## src/rtl/ptm_pkg.sv

```systemverilog
// ----------------------------------------------------------------------------
// ptm_pkg: shared types and constants of the page table block
// Item layouts, command and job codes and the field widths used by the front,
// the job queue and the back end.
// ----------------------------------------------------------------------------
package ptm_pkg;

  localparam int VPAGE_BITS_DEF = 16;
  localparam int MAX_RUN_DEF    = 64;

  localparam int PAGE_SHIFT = 12;
  localparam int VADDR_W    = 28;
  localparam int PADDR_W    = 32;
  localparam int FRAME_W    = 20;
  localparam int VPN_W      = VADDR_W - PAGE_SHIFT;
  localparam int COUNT_W    = 7;
  localparam int ENTRY_W    = FRAME_W + 1;

  typedef enum logic [1:0] {
    CMD_MAP   = 2'd0,
    CMD_CLEAR = 2'd1,
    CMD_XLATE = 2'd2,
    CMD_CHECK = 2'd3
  } cmd_t;

  typedef enum logic [2:0] {
    K_MAP,
    K_CLEAR,
    K_XLATE,
    K_CHECK,
    K_EMPTY
  } kind_t;

  typedef struct packed {
    logic [1:0]         command;
    logic [VADDR_W-1:0] virt_addr;
    logic [PADDR_W-1:0] phys_addr;
    logic [COUNT_W-1:0] page_count;
    logic               mass_flush;
  } in_item_t;

  typedef struct packed {
    logic [PADDR_W-1:0] result_addr;
    logic               present;
    logic               invalidate;
    logic [VADDR_W-1:0] invalidate_addr;
    logic               reload_directory;
    logic               last;
  } out_item_t;

  typedef struct packed {
    kind_t                 kind;
    logic [VPN_W-1:0]      vpn;
    logic [PAGE_SHIFT-1:0] offset;
    logic [FRAME_W-1:0]    frame;
    logic [COUNT_W-1:0]    count;
    logic                  flush;
  } job_t;

  typedef struct packed {
    logic clearing;
    logic run_busy;
  } back_stat_t;

endpackage

```

## src/rtl/ptm_front.sv

```systemverilog
// ----------------------------------------------------------------------------
// ptm_front: command intake and classification
// Accepts items, saturates run lengths and sorts each item into a job kind
// for the back end.
// ----------------------------------------------------------------------------
module ptm_front import ptm_pkg::*; #(
  parameter int MAX_RUN = MAX_RUN_DEF
) (
  input  logic       start,
  input  in_item_t   in_data,
  input  logic       q_full,
  input  back_stat_t bstat,
  output logic       busy,
  output logic       push,
  output job_t       job
);

  logic [COUNT_W-1:0] run_len;

  assign busy = q_full | bstat.clearing;
  assign push = start & ~busy;

  always_comb begin
    if (in_data.page_count > COUNT_W'(MAX_RUN)) begin
      run_len = COUNT_W'(MAX_RUN);
    end else begin
      run_len = in_data.page_count;
    end

    job.vpn    = in_data.virt_addr[VADDR_W-1:PAGE_SHIFT];
    job.offset = in_data.virt_addr[PAGE_SHIFT-1:0];
    job.frame  = in_data.phys_addr[PADDR_W-1:PAGE_SHIFT];
    job.count  = run_len;
    job.flush  = in_data.mass_flush;

    case (in_data.command)
      CMD_MAP:   job.kind = (run_len == '0) ? K_EMPTY : K_MAP;
      CMD_CLEAR: job.kind = (run_len == '0) ? K_EMPTY : K_CLEAR;
      CMD_XLATE: job.kind = K_XLATE;
      CMD_CHECK: job.kind = K_CHECK;
      default:   job.kind = K_CHECK;
    endcase
  end

endmodule

```

## config.mk

```make
export PLATFORM = sky130hd
export DESIGN_NAME = ptm_front
export DESIGN_NICKNAME = d
export VERILOG_FILES = /design/src/rtl/ptm_pkg.sv /design/src/rtl/ptm_front.sv
export SDC_FILE = /design/constraint.sdc
export NUM_CORES = 1
export LEC_CHECK = 0
export BUFFER_PORTS_ARGS = -buffer_cell sky130_fd_sc_hd__clkbuf_2
export CORE_AREA = 2 2 52 54
export DETAILED_ROUTE_END_ITERATION = 8
export DIE_AREA = 0 0 54 56
export GPL_TIMING_DRIVEN = 0
export PLACE_DENSITY = 0.86
export SYNTH_ARGS = -nofsm -noshare
export SYNTH_HDL_FRONTEND = slang
export SYNTH_SLANG_ARGS = --single-unit
```

## constraint.sdc

```tcl
create_clock -name vclk -period 1.7
set_input_delay 0.34 -clock vclk [all_inputs]
set_output_delay 0.34 -clock vclk [all_outputs]
set_load 0.02 [all_outputs]
```

==> results.yml, run 1 <==
sta:
  worst_pin_slew_ns: 0.159
  hold_viol: 0
  max_slew_margin: 0.894
  finalSetupTns_ns: 0
  setup_viol: 0
  rsz0062_at_grt: "false"
  max_freq_mhz: 601
  drv_slew: 0
  fin_crit_sh: 0.978
  min_period_ns: 1.66
  whs_ns: 0.903
worst_hold_path:
  min_to: "job[24]"
  worstHoldStart: "in_data[36]"
  hold_depth: 2
  min_path_type: "in -> out"
setup_path:
  start_kind: "input pin"
  arrival_ns: 1.32
  worstPathMaxFanout: 2
  end_kind: "primary output"
  path_cells: "clkbuf_2 > or4_1 > o21a_1 > clkbuf_2"
  crit_start: "in_data[1]"
  crit_type: "in -> out"
  cp.required_ns: 1.36
  cp_slowest_cell: "or4_1"
  critical-path-max-stage-delay_ns: 0.55
  crit_path_frequent_cell: "clkbuf_2"
drt:
  postRouteAntennaNets: 0
  drtPass1Iterations: 4
  drt_iter0_drc: 3
  remaining_drc_errors: 0
  viasPerCell: 3.59
  wl_um: 1470
  wl_per_cell_um: 8.80
  vias: 600
floorplanning:
  ios: 135
  initial_core_util: 0.188
  die_width_um: 54
  core_area_sq_um: 2430
  rows: 18
  dieArea_sq_um: 3020
  die_h_um: 56
cells_and_area:
  nFlopsAndLatches: 0
  diodes: 0
  nFillCells: 256
  seqCellArea_sq_um: 0
  final_common_cell: "clkbuf_2"
  drive_above_1_share: 0.905
  final_nets: 213
  n_clock_buffer: 0
  utilization: 0.353
  syn_to_final_growth_pct: 88.2
  layout_common_cells: "clkbuf_2 (73), buf_4 (49), nor2b_1 (6), clkbuf_1 (2), nor2_1 (2)"
  final_area_sq_um: 860
run:
  maxCapViolCount: 0
synthesis:
  yosysSeqAreaShare: 0
  yosysWarningCount: 0
  yosys-top-cells-area: "buf_4 (81%), nor2b_1 (8.2%), or4_4 (2.5%)"
  yosysTopAreaCell: "buf_4"
  syn-cell-area_sq_um: 457
  ys_types: 9
  synth_top_area_share: 0.805
  syn_area_per_cell_sq_um: 7.14
  synth_cells: 64
  syn-num-nets: 138
clock_network:
  post_cts_buffers: 0
  cts_resized: 0
  holdBufCountCts: 0
global_route:
  overflow: 0
  grt_pass1_vias: 475
  grt_antenna_before_repair: 0
  track_usage: 0.0759
  grt_pass1_wl_um: 1840
  grt_max_degree: 9
power_and_ir_drop:
  p_leak_nw: 0.572
  finalPower_w: 0.000280
  power.density_nw_per_um2: 326
  ir_worst_vdd_mv: 0.147
run_status:
  status: "completed"
placed_design:
  placed_cell_area_sq_um: 860
  port_buffers: 73
  place.gp.congestion: 0.664
## power breakdown
group          internal [W]  switching [W]  leakage (nW)
sequential                0              0             0
combinational      0.000135       0.000145         0.572
clock                     0              0             0
## synthesized netlist by cell type
cell / number
buf_4: 49
or4_1: 1
nor2b_1: 6
nor2_1: 2
or2_2: 1
o21a_1: 1
inv_1: 1
clkbuf_1: 2
or4_4: 1
## critical path: cells and delay by family
kind | cells | cell delay, ns
AO/OA/AOI/OAI | 1 | 0.19
buffers and inverters | 2 | 0.23
AND/OR/NAND/NOR | 1 | 0.55
## final cells by class
type	instances	area (sq um)	share of cell area
buffer	51	375	0.437
inverter	1	3.75	0.00437
multi-input combinational	12	77.6	0.0902
tap	30	37.5	0.0437
timing repair buffer	73	365	0.425
## logic make-up after synthesis
family / synth area share
and+or+nand+nor: 0.153
AOI/OAI and AO/OA: 0.0164
buffers and inverters: 0.830
## metrics by stage
stage,cells,worst slack [ns]
6_report,167,0.0368
3_3_place_gp,167,0.0327
3_5_place_dp,167,0.0322
4_1_cts,167,0.0305
5_1_grt,167,0.00539
2_1_floorplan,64,0.185
## how the worst max path moves through the flow
stage,end,cells past startpoint
after floorplan,job[58],2
after global placement,job[56],4
after detailed placement,job[56],4
after CTS,job[56],4
after global routing,job[56],4
final,job[56],4
## per-layer routing
layer	track usage	part of all wire
met5	0	0
met4	0	0
met3	0.0188	0.22
met2	0.183	0.55
met1	0.0513	0.23
(Power assumes the default switching activity.)
==> inputs of run 2 (changes only) <==
ABC_AREA = 1   (was default)
CORE_AREA = 2 2 53 55   (was 2 2 52 54)
DIE_AREA = 0 0 55 57   (was 0 0 54 56)
PLACE_DENSITY = 0.84   (was 0.86)
==> run 2 against run 1 <==
Against the previous run:
- global-route usage barely moved
- critical path depth up 1
- cell count up 5.4%
- routed wire length decreased by 1.6%
- critical path type unchanged
- largest cell class unchanged
- combinational power is essentially flat
- clock-buffer cell count unchanged
- synthesized area up 3.0%
==> results.yml, run 2 <==
run_status:
  status: "completed"
cells_and_area:
  n_clock_buffer: 0
  nFillCells: 307
  multi_input_area_sq_um: 72.6
  drive_above_1_share: 0.855
  nFlopsAndLatches: 0
  layout_common_cells: "clkbuf_2 (73), buf_4 (49), nor2_1 (9), inv_1 (6)"
  syn_to_final_growth_pct: 85.9
  final_common_cell: "clkbuf_2"
  final_nets: 221
  diodes: 0
  seqCellArea_sq_um: 0
sta:
  max_slew_margin: 0.897
  max_freq_mhz: 693
  worst_pin_slew_ns: 0.154
  setup_viol: 0
  finalSetupTns_ns: 0
  rsz0062_at_grt: "false"
  min_period_ns: 1.44
  drv_slew: 0
  fin_crit_sh: 0.849
  hold_viol: 0
setup_path:
  cp.required_ns: 1.36
  crit_path_frequent_cell: "clkbuf_2"
  path_buf_inv: 2
  arrival_ns: 1.10
  worstPathMaxFanout: 8
  cp_slowest_cell: "or2_1"
  crit_type: "in -> out"
  end_kind: "primary output"
  path_delay_family: "simple AND/OR/NAND/NOR gates"
  start_kind: "input pin"
  path_cells: "clkbuf_2 > or2_1 > nor2_2 > nor2_1 > clkbuf_2"
  critical-path-max-stage-delay_ns: 0.25
floorplanning:
  dieArea_sq_um: 3140
  ios: 135
  die_width_um: 55
  core_area_sq_um: 2620
  rows: 19
  die_h_um: 57
  initial_core_util: 0.180
drt:
  remaining_drc_errors: 0
  wl_um: 1450
  viasPerCell: 3.66
  vias: 644
  drt_iter0_drc: 3
  postRouteAntennaNets: 0
  drtPass1Iterations: 4
  wl_per_cell_um: 8.22
worst_hold_path:
  min_path_type: "in -> out"
placed_design:
  port_buffers: 73
  place.detailed.hpwl_um: 1430
  place.gp.congestion: 0.749
synthesis:
  yosysWarningCount: 0
  synth_cells: 72
  ys_types: 9
  yosysSeqAreaShare: 0
  synth.most_common_cell: "buf_4"
  synth_common_cells: "buf_4 (49), nor2_1 (9), inv_1 (6), a21boi_0 (2), clkbuf_1 (2)"
  syn-cell-area_sq_um: 470
  syn-num-nets: 146
  syn_area_per_cell_sq_um: 6.53
  synth_top_area_share: 0.782
  yosysTopAreaCell: "buf_4"
  yosys-top-cells-area: "buf_4 (78%), nor2_1 (7.2%), inv_1 (4.8%)"
global_route:
  overflow: 0
  grt_pass1_vias: 497
  track_usage: 0.0760
  grt_pass1_wl_um: 1870
  grt_max_degree: 9
  grt_antenna_before_repair: 0
clock_network:
  cts_resized: 0
  post_cts_buffers: 0
  holdBufCountCts: 0
power_and_ir_drop:
  p_leak_nw: 0.603
  finalPower_w: 0.000281
  ir_worst_vdd_mv: 0.177
  power.density_nw_per_um2: 321
run:
  maxCapViolCount: 0
-- run 2: changes by cell type after synthesis, sizes merged --
cell | before | now
a21boi | 0 | 2
o21a | 1 | 0
or4 | 2 | 0
nor2b | 6 | 0
nor2 | 2 | 10
inv | 1 | 6
nand3 | 0 | 1
or2 | 1 | 2
-- run 2: logic make-up after synthesis --
kind of cell / count (synthesis) / share of synthesized area
compound gates: 2 / 0.0319
simple gates: 13 / 0.122
buf+inv: 57 / 0.846
-- run 2: metal layers --
metal / GRT usage / wire length, um / part of all wire / vias to the layer above
met1: 0.0689 / 330 / 0.23 / 259
met2: 0.170 / 785 / 0.54 / 76
li1: - / - / - / 309
met4: 0 / 0 / 0 / 0
met5: 0 / 0 / 0 / -
met3: 0.0105 / 330 / 0.23 / 0
-- run 2: area by class of cell --
cell class,instances,share of cell area
timing repair buffer,73,0.418
tap,31,0.0443
multi-input combinational,15,0.0830
buffer,51,0.429
inverter,6,0.0258
-- run 2: report_power, final --
| group | switching (W) | internal (W) |
|---|---|---|
| clock | 0 | 0 |
| sequential | 0 | 0 |
| combinational | 0.000147 | 0.000134 |
-- run 2: path summary, 6_finish.rpt --
kind	endpoint	slack, ns	start	cells after the start
setup / recovery	job[56]	0.26	in_data[7]	5
hold / removal	job[0]	0.90	in_data[0]	2
-- run 2: per-stage QoR --
step / cells / util / area, sq um / setup slack [ns] / hold WS (ns)
floorplan: 72 / - / 470 / 0.304 / 0.760
global placement: 176 / 0.334 / 875 / 0.252 / 0.904
detailed placement: 176 / 0.334 / 875 / 0.239 / 0.904
CTS: 176 / 0.334 / 875 / 0.239 / 0.905
global route: 176 / 0.334 / 875 / 0.152 / 0.906
finish: 176 / 0.334 / 875 / 0.257 / 0.903
==> inputs of run 3 (changes only) <==
PLACE_DENSITY = 0.87   (was 0.84)
clock period = 1.3 ns   (was 1.7 ns; I/O delays follow)
==> run 3 against run 2 <==
Against the previous run:
- combinational power increased by 32%
- clock-buffer cell count unchanged
- critical endpoint unchanged
- total power increased by 32%
- largest cell class unchanged
- cell area increased by 0.57%
- non-clock buffer count unchanged
- setup slack got worse by 0.19 ns
==> results.yml, run 3 (synthesis gave the netlist of run 2 again) <==
sta:
  min_period_ns: 1.24
  drv_slew: 0
  hold_viol: 0
  worst_pin_slew_ns: 0.163
  finalSetupTns_ns: 0
  setup_viol: 0
  max_slew_margin: 0.891
  max_freq_mhz: 808
  rsz0062_at_grt: "false"
  fin_crit_sh: 0.952
  fin_ws_ns: 0.0626
run:
  maxCapViolCount: 0
global_route:
  overflow: 0
  grt_pass1_wl_um: 1790
  grt_max_degree: 9
  gr-usage-met2: 0.158
  met3_usage: 0.0105
  grt_antenna_before_repair: 0
  track_usage: 0.0734
  met1_usage: 0.0721
  busiest_layer: "met2"
  grt_pass1_vias: 464
drt:
  remaining_drc_errors: 0
  postRouteAntennaNets: 0
  viasPerCell: 3.63
  drtPass1Iterations: 2
  wl_um: 1440
  wl_per_cell_um: 8.17
  drt_iter0_drc: 2
  vias: 638
setup_path:
  crit_type: "in -> out"
  end_kind: "primary output"
  arrival_ns: 0.98
  crit_start: "in_data[7]"
  start_kind: "input pin"
  path_cells: "buf_2 > or2_1 > nor2_2 > nor2_1 > clkbuf_2"
  cp_slowest_cell: "or2_1"
  critical-path-max-stage-delay_ns: 0.25
  cp.required_ns: 1.04
  worstPathMaxFanout: 8
cells_and_area:
  seqCellArea_sq_um: 0
  final_nets: 221
  drive_above_1_share: 0.862
  syn_to_final_growth_pct: 87.0
  layout_common_cells: "clkbuf_2 (71), buf_4 (49), nor2_1 (9), inv_1 (6)"
  final_common_cell: "clkbuf_2"
  diodes: 0
  final_area_sq_um: 880
  nFlopsAndLatches: 0
  n_clock_buffer: 0
floorplanning:
  die_h_um: 57
  rows: 19
  core_area_sq_um: 2620
  initial_core_util: 0.180
  ios: 135
  die_width_um: 55
  dieArea_sq_um: 3140
placed_design:
  place.gp.congestion: 0.703
  placed_cell_area_sq_um: 875
  place.detailed.hpwl_um: 1400
  port_buffers: 73
  dp_slack_ns: -0.0102
worst_hold_path:
  min_path_type: "in -> out"
  min_to: "job[51]"
  hold_depth: 2
  worstHoldStart: "in_data[63]"
clock_network:
  post_cts_buffers: 0
run_status:
  status: "completed"
power_and_ir_drop:
  finalPower_w: 0.000370
  power.density_nw_per_um2: 421
  p_leak_nw: 0.604
  ir_worst_vdd_mv: 0.215
[run 3: cell types whose count changed in the layout (fill, tap and decap cells not counted), sizes merged]
cell and change:
buf +2, clkbuf -2
[run 3: power breakdown]
part,internal [W],switching [W]
Clock,0,0
Sequential,0,0
Combinational,0.000176,0.000194
Total,0.000176,0.000194
[run 3: per-stage QoR]
step | util | cells | hold slack (ns)
6_report | 0.336 | 176 | 0.743
5_1_grt | 0.336 | 176 | 0.748
4_1_cts | 0.336 | 176 | 0.745
3_5_place_dp | 0.334 | 176 | 0.745
3_3_place_gp | 0.334 | 176 | 0.744
2_1_floorplan | - | 72 | 0.600
[run 3: routing by layer]
| layer | vias to the layer above | part of all wire |
|---|---|---|
| met4 | 0 | 0 |
| met2 | 73 | 0.50 |
| met5 | - | 0 |
| li1 | 309 | - |
| met1 | 256 | 0.28 |
| met3 | 0 | 0.22 |
[run 3: final cells by class]
class	count	area, sq um
Buffer	51	375
Fill cell	294	1740
Inverter	6	22.5
Multi-Input combinational cell	15	77.6
Tap cell	31	38.8
Timing Repair Buffer	73	365
[run 3: how the worst max path moves through the flow]
stage	to	cells after the start	slack [ns]
CTS	job[5]	5	0.02
global route	job[3]	5	0.001
finish	job[56]	5	0.06
floorplan	job[3]	3	0.06
detailed placement	job[5]	5	-0.01
global placement	job[5]	5	-0.006
[run 3: repair_timing]
action | CTS | global route
hold buffers | 0 | 0
setup endpoints to repair | 1 | 3
gates cloned | 0 | 0
gates resized for setup | 1 | 4
[run 3: worst max-delay path, delay by kind of cell]
family                 cells  cell delay (ns)
buffers and inverters      2             0.30
AND/OR/NAND/NOR            3             0.42
