<file path="src/rtl/ptm_pkg.sv">
// ----------------------------------------------------------------------------
// ptm_pkg: shared types and constants of the page table block
// Item layouts, command and job codes and the field widths used by the front,
// the job queue and the back end.
// ----------------------------------------------------------------------------
package ptm_pkg;

  localparam int VPAGE_BITS_DEF = 16;
  localparam int MAX_RUN_DEF    = 64;

  localparam int PAGE_SHIFT = 12;
  localparam int VADDR_W    = 28;
  localparam int PADDR_W    = 32;
  localparam int FRAME_W    = 20;
  localparam int VPN_W      = VADDR_W - PAGE_SHIFT;
  localparam int COUNT_W    = 7;
  localparam int ENTRY_W    = FRAME_W + 1;

  typedef enum logic [1:0] {
    CMD_MAP   = 2'd0,
    CMD_CLEAR = 2'd1,
    CMD_XLATE = 2'd2,
    CMD_CHECK = 2'd3
  } cmd_t;

  typedef enum logic [2:0] {
    K_MAP,
    K_CLEAR,
    K_XLATE,
    K_CHECK,
    K_EMPTY
  } kind_t;

  typedef struct packed {
    logic [1:0]         command;
    logic [VADDR_W-1:0] virt_addr;
    logic [PADDR_W-1:0] phys_addr;
    logic [COUNT_W-1:0] page_count;
    logic               mass_flush;
  } in_item_t;

  typedef struct packed {
    logic [PADDR_W-1:0] result_addr;
    logic               present;
    logic               invalidate;
    logic [VADDR_W-1:0] invalidate_addr;
    logic               reload_directory;
    logic               last;
  } out_item_t;

  typedef struct packed {
    kind_t                 kind;
    logic [VPN_W-1:0]      vpn;
    logic [PAGE_SHIFT-1:0] offset;
    logic [FRAME_W-1:0]    frame;
    logic [COUNT_W-1:0]    count;
    logic                  flush;
  } job_t;

  typedef struct packed {
    logic clearing;
    logic run_busy;
  } back_stat_t;

endpackage

</file>
<file path="src/rtl/ptm_queue.sv">
// ----------------------------------------------------------------------------
// ptm_queue: two-entry job queue
// Decouples the intake from the back end so that each may stall on its own.
// ----------------------------------------------------------------------------
module ptm_queue import ptm_pkg::*; (
  input  logic clk,
  input  logic rst_n,
  input  logic push,
  input  job_t push_job,
  input  logic pop,
  output logic q_valid,
  output job_t q_job,
  output logic q_full
);

  job_t       slot_r [2];
  logic       wr_ptr_r;
  logic       rd_ptr_r;
  logic [1:0] cnt_r;

  assign q_valid = (cnt_r != 2'd0);
  assign q_full  = (cnt_r == 2'd2);
  assign q_job   = slot_r[rd_ptr_r];

  always_ff @(posedge clk) begin
    if (!rst_n) begin
      wr_ptr_r <= 1'b0;
      rd_ptr_r <= 1'b0;
      cnt_r    <= 2'd0;
    end else begin
      if (push) begin
        slot_r[wr_ptr_r] <= push_job;
        wr_ptr_r         <= ~wr_ptr_r;
      end
      if (pop) begin
        rd_ptr_r <= ~rd_ptr_r;
      end
      if (push && !pop) begin
        cnt_r <= cnt_r + 2'd1;
      end else if (pop && !push) begin
        cnt_r <= cnt_r - 2'd1;
      end
    end
  end

endmodule

</file>
<file path="config.mk">
export PLATFORM = sky130hd
export DESIGN_NAME = ptm_queue
export DESIGN_NICKNAME = d
export VERILOG_FILES = /design/src/rtl/ptm_pkg.sv /design/src/rtl/ptm_queue.sv
export SDC_FILE = /design/constraint.sdc
export NUM_CORES = 1
export LEC_CHECK = 0
export BUFFER_PORTS_ARGS = -buffer_cell sky130_fd_sc_hd__buf_2
export CAP_MARGIN = 0
export CORE_MARGIN = 8
export CORE_UTILIZATION = 47
export DETAILED_ROUTE_END_ITERATION = 8
export PLACE_DENSITY = 0.76
export SETUP_SLACK_MARGIN = 0.2
export SLEW_MARGIN = 10
export SYNTH_ARGS = -nofsm -noshare
export SYNTH_HDL_FRONTEND = slang
export SYNTH_SLANG_ARGS = --single-unit
</file>
<file path="constraint.sdc">
create_clock -name clk -period 3.3 [get_ports clk]
set_input_delay 0.165 -clock clk [delete_from_list [all_inputs] [get_ports clk]]
set_output_delay 0.165 -clock clk [all_outputs]
set_load 0.02 [all_outputs]
</file>
==> results.sh, run 1 <==
export IMPL_worst_pin_slew_ns=0.720
export IMPL_antenna_found_initial=0
export IMPL_worst_r2r_cell_count=2
export IMPL_firstDrtPassIters=4
export IMPL_syn2layout_area_growth_pct=43.7
export IMPL_vias=2505
export IMPL_cts_num_sinks=123
export IMPL_core_rowCount=36
export IMPL_drtIter0Drc=157
export IMPL_hold_viol_final=0
export IMPL_required_ns=3.13
export IMPL_fin_nets=469
export IMPL_slew_headroom_pct=52.0
export IMPL_power_total_w=0.00407
export IMPL_irDropWorstVdd_mv=0.377
export IMPL_grt_total_usage_pct=14.8
export IMPL_timing_rr_start="wr_ptr_r"
export IMPL_grt_pass1_wl_um=14500
export IMPL_criticalPathCategory="register to primary output"
export IMPL_pwr_density_cell_nw_per_um2=626
export IMPL_synth_area_leader_cell="edfxtp_1"
export IMPL_critPathMaxFanout=36
export IMPL_critPathCapture="q_job[27]"
export IMPL_drv_cap=0
export IMPL_hold_slack_ns=0.0418
export IMPL_ys_seq_elements=123
export IMPL_initial_core_util_pct=47.4
export IMPL_clock_skew_ns=0.00465
export IMPL_die_height_um=114
export IMPL_dp_hpwl_um=5730
export IMPL_synth_area_leaders="edfxtp_1, mux2_2, mux2_4, dfxtp_1, xor2_1"
export IMPL_worstPathArrival_ns=2.15
export IMPL_port_buffers=123
export IMPL_r2r_end="slot_r[1][19]"
export IMPL_r2r_slack_ns=1.73
export IMPL_globalplace_congestion=0.659
export IMPL_drtAntennaViolNets=0
export IMPL_totalWireLength_um=9080
export IMPL_fmaxAchievable_ghz=0.432
export IMPL_setup_viol=0
export IMPL_synth_cell_type_count=20
export IMPL_die_x_um=114
export IMPL_grt_overflow_total=0
export IMPL_status="complete, no violations"
export IMPL_rsz0062_at_grt="false"
export IMPL_tns_ns=0
export IMPL_ioPinCount=124
export IMPL_htreeDepth=4
export IMPL_dieArea_sq_um=13000
export IMPL_finalMaxSlewViolations=0
export IMPL_postCtsSetupRepairBufs=0
export IMPL_syn_inst=207
export IMPL_syn_area_sq_um=4520
export IMPL_period_needed_ns=2.32
export IMPL_insertion_delay_ns=0.49
export IMPL_drive_gt1_share_pct=51.0
export IMPL_synth_top_area_share_pct=78.3
export IMPL_synth_nets=271
export IMPL_synth_yosys_warnings=0
export IMPL_fin_crit_sh_pct=70.2
export IMPL_grt_pass1_vias=2923
export IMPL_post_drt_wl_per_cell_um=16.5
export IMPL_root_buffer="clkbuf_8"
export IMPL_n_fill_cell=657
export IMPL_cts_tree="done"
export IMPL_cts_buffers_inserted=17
export IMPL_drcViolationCount=0
export IMPL_leakage_nw=2.49
export IMPL_endpoint_kind="primary output"
export IMPL_ys_seq_area_share_pct=80.5
export IMPL_min_path_type="input pin to register"
export IMPL_clkTransAtPathRegs_ns=0.05
export IMPL_clock_path_buffers=2
export IMPL_grt_max_degree=42
export IMPL_core_area_sq_um=9550
export IMPL_start_kind="register"
export IMPL_diodes=0
export IMPL_avgSynthCellArea_sq_um=21.9
export IMPL_via_per_inst=4.55
==> cells in the final DEF (no fill, tap or decap) <==
cell type / n
dlygate4sd3_1: 60
clkbuf_8: 1
inv_1: 1
xor2_1: 3
o21ai_0: 1
clkbuf_16: 16
ha_1: 1
or2_2: 1
a21boi_1: 1
buf_2: 123
nor2b_1: 1
nor2_4: 1
edfxtp_1: 118
dfxtp_2: 1
clkbuf_1: 6
nand2_1: 1
mux2_4: 10
xnor2_1: 1
dfxtp_1: 4
and2_1: 4
mux2_2: 49
clkinvlp_4: 1
or3_1: 1
clkinv_2: 2
clkinv_1: 2
and3_2: 1
buf_12: 3
bufinv_16: 4
==> cells by family (layout without fill, tap and decap cells) <==
| group | after synthesis | count (layout) | synth area share [%] |
|---|---|---|---|
| simple gates | 10 | 10 | 1.27 |
| mux | 59 | 59 | 15.5 |
| compound gates | 2 | 2 | 0.277 |
| xor+xnor | 4 | 4 | 0.774 |
| buf+inv | 8 | 219 | 1.35 |
| fa+ha+maj | 1 | 1 | 0.277 |
| flops | 123 | 123 | 80.5 |
==> Yosys cell counts (all sizes together) <==
library cell	instances
nor2	1
xnor2	1
xor2	3
ha	1
and3	1
a21boi	1
and2	4
or3	1
nand2	1
dfxtp	5
buf	7
edfxtp	118
mux2	59
or2	1
inv	1
o21ai	1
nor2b	1
==> timing repair <==
| action | CTS | global route |
|---|---|---|
| endpoints found under the hold margin | 123 | 0 |
| gates resized for setup | 0 | 0 |
| hold buffers | 60 | 0 |
==> worst max-delay path, cell delays in order (launching register included) <==
cell     delay [ns]
dfxtp_2        0.79
buf_12         0.30
mux2_2         0.37
buf_2          0.16
==> sequential cells by signal, summed over array words and instances (netlist names), named ones only <==
name and flops:
slot_r 118, cnt_r 2, rd_ptr_r 1, wr_ptr_r 1
==> per-layer routing <==
metal | routed length (um) | GRT usage (%) | vias to the layer above
met5 | 0 | 0 | -
met1 | 3630 | 15.7 | 1211
li1 | - | - | 1210
met2 | 4780 | 25.8 | 75
met4 | 104 | 5.15 | 0
met3 | 560 | 6.07 | 9
==> power breakdown <==
group	leakage [nW]	total [W]	internal [W]	switching, W
combinational	1.09	0.000434	0.000214	0.000220
clock	0.279	0.00182	0.00122	0.000600
sequential	1.13	0.00182	0.00178	0.0000320
total	2.49	0.00407	0.00322	0.000852
==> worst min path at each step <==
| stage | end | depth (start not counted) | start |
|---|---|---|---|
| final | rd_ptr_r | 3 | pop |
| after global routing | rd_ptr_r | 3 | pop |
| after CTS | rd_ptr_r | 3 | pop |
| after detailed placement | slot_r[0][41] | 1 | push_job[41] |
| after global placement | slot_r[0][52] | 1 | push_job[52] |
| after floorplan | slot_r[0][0] | 0 | push_job[0] |
==> cell type report <==
type                            instances  area [sq um]  area share, %
Sequential cell                       123          3640           56.1
Timing Repair Buffer                  186          1280           19.6
Multi-Input combinational cell         76           828           12.7
Clock buffer                           23           437           6.72
Tap cell                              133           166           2.56
Clock inverter                          9           145           2.23
Inverter                                1          3.75         0.0577
==> metrics by stage <==
step / std cells / util, % / setup slack (ns) / cell area [sq um]
after global placement: 459 / 55.7 / 1.49 / 5320
after global routing: 551 / 68.1 / 0.867 / 6500
final: 551 / 68.1 / 0.984 / 6500
after CTS: 551 / 68.1 / 0.940 / 6500
after detailed placement: 459 / 55.7 / 1.49 / 5320
after floorplan: 207 / - / 1.00 / 4530
(Power assumes the default switching activity.)
==> inputs of run 2 (changes only) <==
- CORE_UTILIZATION: 47 -> 52
- PLACE_DENSITY: 0.76 -> 0.79
- clock period: 3.3 -> 2.35 ns (I/O delays scaled with it)
==> run 2 against run 1 <==
  * Via count up 2.0%
  * Sequential cell count stayed put
  * Cell area grew 1.2%
  * Largest power group is now clock
  * Largest cell class unchanged
==> results.sh, run 2 (synthesis gave the netlist of run 1 again) <==
export IMPL_core_rowCount=34
export IMPL_p_switching_w=0.00128
export IMPL_insertion_delay_ns=0.49
export IMPL_rsz0062_at_grt="false"
export IMPL_crit_chain="buf_4 -> mux2_2 -> buf_2"
export IMPL_postCtsSetupRepairBufs=0
export IMPL_clock_skew_ns=0.00703
export IMPL_dieArea_sq_um=11900
export IMPL_drive_gt1_share_pct=52.7
export IMPL_drcViolationCount=0
export IMPL_criticalPathCategory="register to primary output"
export IMPL_pwr_density_cell_nw_per_um2=916
export IMPL_fin_crit_sh_pct=80.4
export IMPL_drtAntennaViolNets=0
export IMPL_place_ws_ns=0.777
export IMPL_power_total_w=0.00603
export IMPL_largest_register="slot_r"
export IMPL_root_buffer="clkbuf_8"
export IMPL_worstPathArrival_ns=1.77
export IMPL_firstDrtPassIters=4
export IMPL_period_needed_ns=1.89
export IMPL_largest_reg_flops=118
export IMPL_cp_slowest_cell="mux2_2"
export IMPL_cts_buffers_inserted=17
export IMPL_final_cell_mix="buf_2, edfxtp_1, dlygate4sd3_1"
export IMPL_worst_pin_slew_ns=0.444
export IMPL_start_kind="register"
export IMPL_min_path_type="input pin to register"
export IMPL_slew_headroom_pct=70.4
export IMPL_p_clk_share_pct=47.4
export IMPL_antenna_found_initial=0
export IMPL_finalMaxSlewViolations=0
export IMPL_cts_tree="done"
export IMPL_syn2layout_area_growth_pct=45.4
export IMPL_totalWireLength_um=9450
export IMPL_clock_path_buffers=2
export IMPL_htreeDepth=4
export IMPL_netSwitchingFraction_pct=21.2
export IMPL_tns_ns=0
export IMPL_grt_pass1_vias=2895
export IMPL_setup_slack_ns=0.460
export IMPL_critPathMaxFanout=33
export IMPL_cp_slowest_stage_delay_ns=0.40
export IMPL_drv_cap=0
export IMPL_pwr_share_seq_pct=42.0
export IMPL_fmaxAchievable_ghz=0.529
export IMPL_dp_hpwl_um=5750
export IMPL_hold_viol_final=0
export IMPL_cts_resized=0
export IMPL_leakage_nw=2.55
export IMPL_critPathBufInv=2
export IMPL_die_height_um=109
export IMPL_drtIter0Drc=78
export IMPL_setup_viol=0
export IMPL_crit_family="buffers and inverters"
export IMPL_vias=2554
export IMPL_n_fill_cell=498
export IMPL_clkTransAtPathRegs_ns=0.05
export IMPL_initial_core_util_pct=52.6
export IMPL_port_buffers=123
export IMPL_fin_nets=474
export IMPL_die_x_um=109
export IMPL_grt_overflow_total=0
export IMPL_status="complete, no violations"
export IMPL_endpoint_kind="primary output"
export IMPL_grt_pass1_wl_um=14500
export IMPL_globalplace_congestion=0.661
export IMPL_required_ns=2.23
export IMPL_irDropWorstVdd_mv=0.575
export IMPL_cts_num_sinks=123
export IMPL_final_common_cell="buf_2"
export IMPL_intPower_w=0.00475
export IMPL_reg_top3="slot_r: 118 flops, cnt_r: 2 flops"
export IMPL_via_per_inst=4.81
export IMPL_grt_total_usage_pct=16.1
export IMPL_diodes=0
export IMPL_post_drt_wl_per_cell_um=17.8
export IMPL_p_comb_share_pct=10.6
export IMPL_core_area_sq_um=8590
export IMPL_ioPinCount=124
export IMPL_grt_max_degree=38
==> run 2: changes by cell type in the layout (fill, tap and decap cells not counted), sizes merged <==
cell / previous run / this run
clkinv: 4 / 5
inv: 1 / 3
bufinv: 4 / 6
clkbuf: 23 / 18
buf: 126 / 129
dlygate4sd3: 60 / 62
==> run 2: path summary, 6_finish.rpt <==
path,slack [ns],end,from,cells after the start
worst max-delay path,0.46,q_job[27],register,3
worst min-delay path,0.03,wr_ptr_r,push,3
worst max register to register,0.78,slot_r[1][8],wr_ptr_r,2
worst min register to register,0.55,cnt_r[1],cnt_r[1],2
==> run 2: final cells by class <==
| type | instances | area [sq um] | area share, % |
|---|---|---|---|
| sequential | 123 | 3640 | 55.4 |
| timing repair buffer | 191 | 1310 | 19.9 |
| multi-input combinational | 76 | 828 | 12.6 |
| clock buffer | 18 | 418 | 6.35 |
| clock inverter | 14 | 241 | 3.67 |
| tap | 108 | 135 | 2.05 |
| inverter | 1 | 3.75 | 0.0571 |
==> run 2: tightest hold or removal path: stages <==
cell    delay [ns]
buf_2         0.12
xor2_1        0.07
and2_1        0.15
==> run 2: power by group through the flow <==
stage | logic (W) | clock network, W | registers [W]
floorplan | 0.000358 | 0 | 0.00257
global placement | 0.000544 | 0 | 0.00257
detailed placement | 0.000555 | 0 | 0.00258
CTS | 0.000640 | 0.00290 | 0.00253
global route | 0.000679 | 0.00300 | 0.00254
finish | 0.000637 | 0.00286 | 0.00253
==> run 2: layer usage <==
layer | GRT usage (%) | vias up | part of all wire [%]
met4 | 5.30 | 0 | 1.0
met3 | 6.62 | 9 | 7.5
met5 | 0 | - | 0
met2 | 28.0 | 90 | 52
li1 | - | 1220 | -
met1 | 17.6 | 1235 | 40
==> run 2: timing repair <==
action | in CTS | in global routing
endpoints found under the setup margin | 0 | 0
endpoints found under the hold margin | 123 | 0
hold buffers | 62 | 0
==> run 2: metrics by stage <==
stage,cell area (sq um),instances,util (%),hold WS [ns]
6_report,6580,531,76.5,0.0251
5_1_grt,6580,531,76.5,0.0117
4_1_cts,6580,531,76.5,0.00138
3_5_place_dp,5300,437,61.6,0.309
3_3_place_gp,5300,437,61.6,0.306
2_1_floorplan,4530,207,-,0.216
==> inputs of run 3 (changes only) <==
- ABC_AREA: not set -> 1
- clock period: 2.35 -> 2 ns (I/O delays scaled with it)
==> run 3 against run 2 <==
  * Hold slack gained 0.31 ns
  * Via count grew 2.5%
  * Global-route usage shrank 0.60 points
  * Sequential share of layout area grew 0.79 points
  * Critical path depth is the same
  * Cell count grew 2.1%
  * Clock-buffer cell count grew 2
  * Sequential cell count is the same
  * Clock power shrank 3%
  * Cell area shrank 1.4%
  * Sequential power grew 17%
  * Clock skew shrank 0.0020 ns
  * Critical endpoint is now q_job[2]
  * Highest routed layer unchanged
==> results.sh, run 3 <==
export IMPL_avgSynthCellArea_sq_um=20.8
export IMPL_fin_crit_sh_pct=88.9
export IMPL_cts_tree="done"
export IMPL_cts_buffers_inserted=17
export IMPL_syn2layout_area_growth_pct=43.1
export IMPL_fin_area_sq_um=6490
export IMPL_fin_nets=485
export IMPL_die_height_um=109
export IMPL_drv_cap=0
export IMPL_dp_hpwl_um=5640
export IMPL_drtAntennaViolNets=0
export IMPL_crit_family="buffers and inverters"
export IMPL_fmaxAchievable_ghz=0.562
export IMPL_place_ws_ns=0.589
export IMPL_totalWireLength_um=9190
export IMPL_postCtsSetupRepairBufs=0
export IMPL_ys_seq_elements=123
export IMPL_insertion_delay_ns=0.49
export IMPL_ioPinCount=124
export IMPL_synth_yosys_warnings=0
export IMPL_htreeDepth=4
export IMPL_core_area_sq_um=8590
export IMPL_reg_top3="slot_r: 118 flops, cnt_r: 2 flops"
export IMPL_yosysMostFrequentCell="edfxtp_1"
export IMPL_core_rowCount=34
export IMPL_port_buffers=123
export IMPL_worst_pin_slew_ns=0.529
export IMPL_syn_inst=218
export IMPL_clock_path_buffers=2
export IMPL_cp_slowest_cell="mux2_2"
export IMPL_syn_area_sq_um=4530
export IMPL_grt_total_usage_pct=15.5
export IMPL_synth_edf_count=118
export IMPL_status="complete, no violations"
export IMPL_diodes=0
export IMPL_min_path_type="input pin to register"
export IMPL_initial_core_util_pct=52.8
export IMPL_root_buffer="clkbuf_8"
export IMPL_via_per_inst=4.83
export IMPL_grt_overflow_total=0
export IMPL_post_drt_wl_per_cell_um=17.0
export IMPL_hold_viol_final=0
export IMPL_drtIter0Drc=124
export IMPL_globalplace_congestion=0.679
export IMPL_endpoint_kind="primary output"
export IMPL_rsz0062_at_grt="true"
export IMPL_firstDrtPassIters=6
export IMPL_critPathMaxFanout=34
export IMPL_ys_flop_type="edfxtp_1"
export IMPL_critPathBufInv=2
export IMPL_leakage_nw=2.51
export IMPL_dp_cells=448
export IMPL_synth_nets=282
export IMPL_synth_area_leaders="edfxtp_1, mux2_2, mux2_4, dfxtp_1, inv_1"
export IMPL_grt_pass1_vias=2885
export IMPL_drcViolationCount=0
export IMPL_ys_async_sr_fraction_pct=0
export IMPL_synth_area_leader_cell="edfxtp_1"
export IMPL_final_cell_mix="buf_2, edfxtp_1, dlygate4sd3_1"
export IMPL_drive_gt1_share_pct=50.5
export IMPL_grt_pass1_wl_um=14000
export IMPL_clock_skew_ns=0.00504
export IMPL_slew_headroom_pct=64.7
export IMPL_dpl_instance_area_sq_um=5310
export IMPL_cts_num_sinks=123
export IMPL_irDropWorstVdd_mv=0.686
export IMPL_final_common_cell="buf_2"
export IMPL_largest_reg_flops=118
export IMPL_start_kind="register"
export IMPL_required_ns=1.90
export IMPL_setup_viol=0
export IMPL_criticalPathCategory="register to primary output"
export IMPL_grt_max_degree=40
export IMPL_die_x_um=109
export IMPL_worstPathArrival_ns=1.68
export IMPL_vias=2619
export IMPL_largest_register="slot_r"
export IMPL_synthTopCellsByCount="edfxtp_1, mux2_2, mux2_4"
export IMPL_synth_top_area_share_pct=78.1
export IMPL_pwr_density_cell_nw_per_um2=994
export IMPL_dieArea_sq_um=12000
export IMPL_ys_seq_area_share_pct=80.4
export IMPL_final_cells=542
export IMPL_finalMaxSlewViolations=0
export IMPL_antenna_found_initial=0
export IMPL_setup_slack_ns=0.222
export IMPL_cp_slowest_stage_delay_ns=0.40
export IMPL_clkTransAtPathRegs_ns=0.06
export IMPL_synth_cell_type_count=17
export IMPL_crit_chain="buf_8 -> mux2_2 -> buf_2"
export IMPL_period_needed_ns=1.78
==> run 3: changes by cell type after synthesis, sizes merged, moves of 2 or more <==
| cell | delta |
|---|---|
| inv | +8 |
| nand2 | +6 |
| and2 | -4 |
| nor2 | +4 |
| xor2 | -3 |
| a21oi | +2 |
==> run 3: worst reg2reg max path: stages, from the launching register on <==
cell,delay [ns]
dfxtp_2,0.34
inv_2,0.05
nor3_4,0.16
buf_4,0.47
==> run 3: metrics by stage <==
| stage | power, W | util [%] | hold WS [ns] | setup TNS [ns] |
|---|---|---|---|---|
| 6_report | 0.00645 | 75.5 | 0.333 | 0 |
| 2_1_floorplan | 0.00340 | - | 0.199 | -13.23 |
| 3_5_place_dp | 0.00363 | 61.8 | 0.292 | 0 |
| 5_1_grt | 0.00667 | 75.5 | 0.301 | 0 |
| 4_1_cts | 0.00651 | 75.5 | 0.297 | 0 |
| 3_3_place_gp | 0.00361 | 61.8 | 0.288 | 0 |
==> run 3: cell families (layout without fill, tap and decap cells) <==
| group | Yosys count | in the layout | synth area share [%] |
|---|---|---|---|
| buf+inv | 16 | 232 | 2.01 |
| flops | 123 | 123 | 80.4 |
| simple gates | 15 | 15 | 1.35 |
| compound gates | 3 | 3 | 0.331 |
| mux | 59 | 59 | 15.5 |
| xor+xnor | 1 | 1 | 0.193 |
| fa+ha+maj | 1 | 1 | 0.276 |
==> run 3: layout make-up <==
cell class	instances	area, sq um
Clock buffer	20	425
Clock inverter	12	124
Fill cell	511	2110
Inverter	9	33.8
Multi-Input combinational cell	79	818
Sequential cell	123	3650
Tap cell	108	135
Timing Repair Buffer	191	1310
==> run 3: metal layers <==
layer	vias to the layer above	wire (um)	track usage [%]
li1	1247	-	-
met1	1269	3610	17.1
met2	95	4740	26.7
met3	8	724	5.74
met4	0	113	6.27
met5	-	0	0
==> run 3: final timing paths <==
check | startpoint | endpoint | slack, ns | depth (start not counted)
max | register | q_job[2] | 0.22 | 3
min | push_job[1] | slot_r[0][1] | 0.33 | 2
max reg2reg | wr_ptr_r | slot_r[1][31] | 0.60 | 3
min reg2reg | wr_ptr_r | wr_ptr_r | 0.48 | 2
==> run 3: what timing repair did <==
action | in CTS | in global routing
hold buffers | 62 | 0
endpoints found under the hold margin | 123 | 0
gates resized for setup | 3 | 0
setup endpoints to repair | 59 | 49
==> run 3: power by group <==
| group | total, W | internal [W] | switching (W) |
|---|---|---|---|
| clock network | 0.00277 | 0.00176 | 0.00102 |
| registers | 0.00295 | 0.00293 | 0.0000253 |
| logic | 0.000720 | 0.000342 | 0.000379 |
| total | 0.00645 | 0.00503 | 0.00142 |
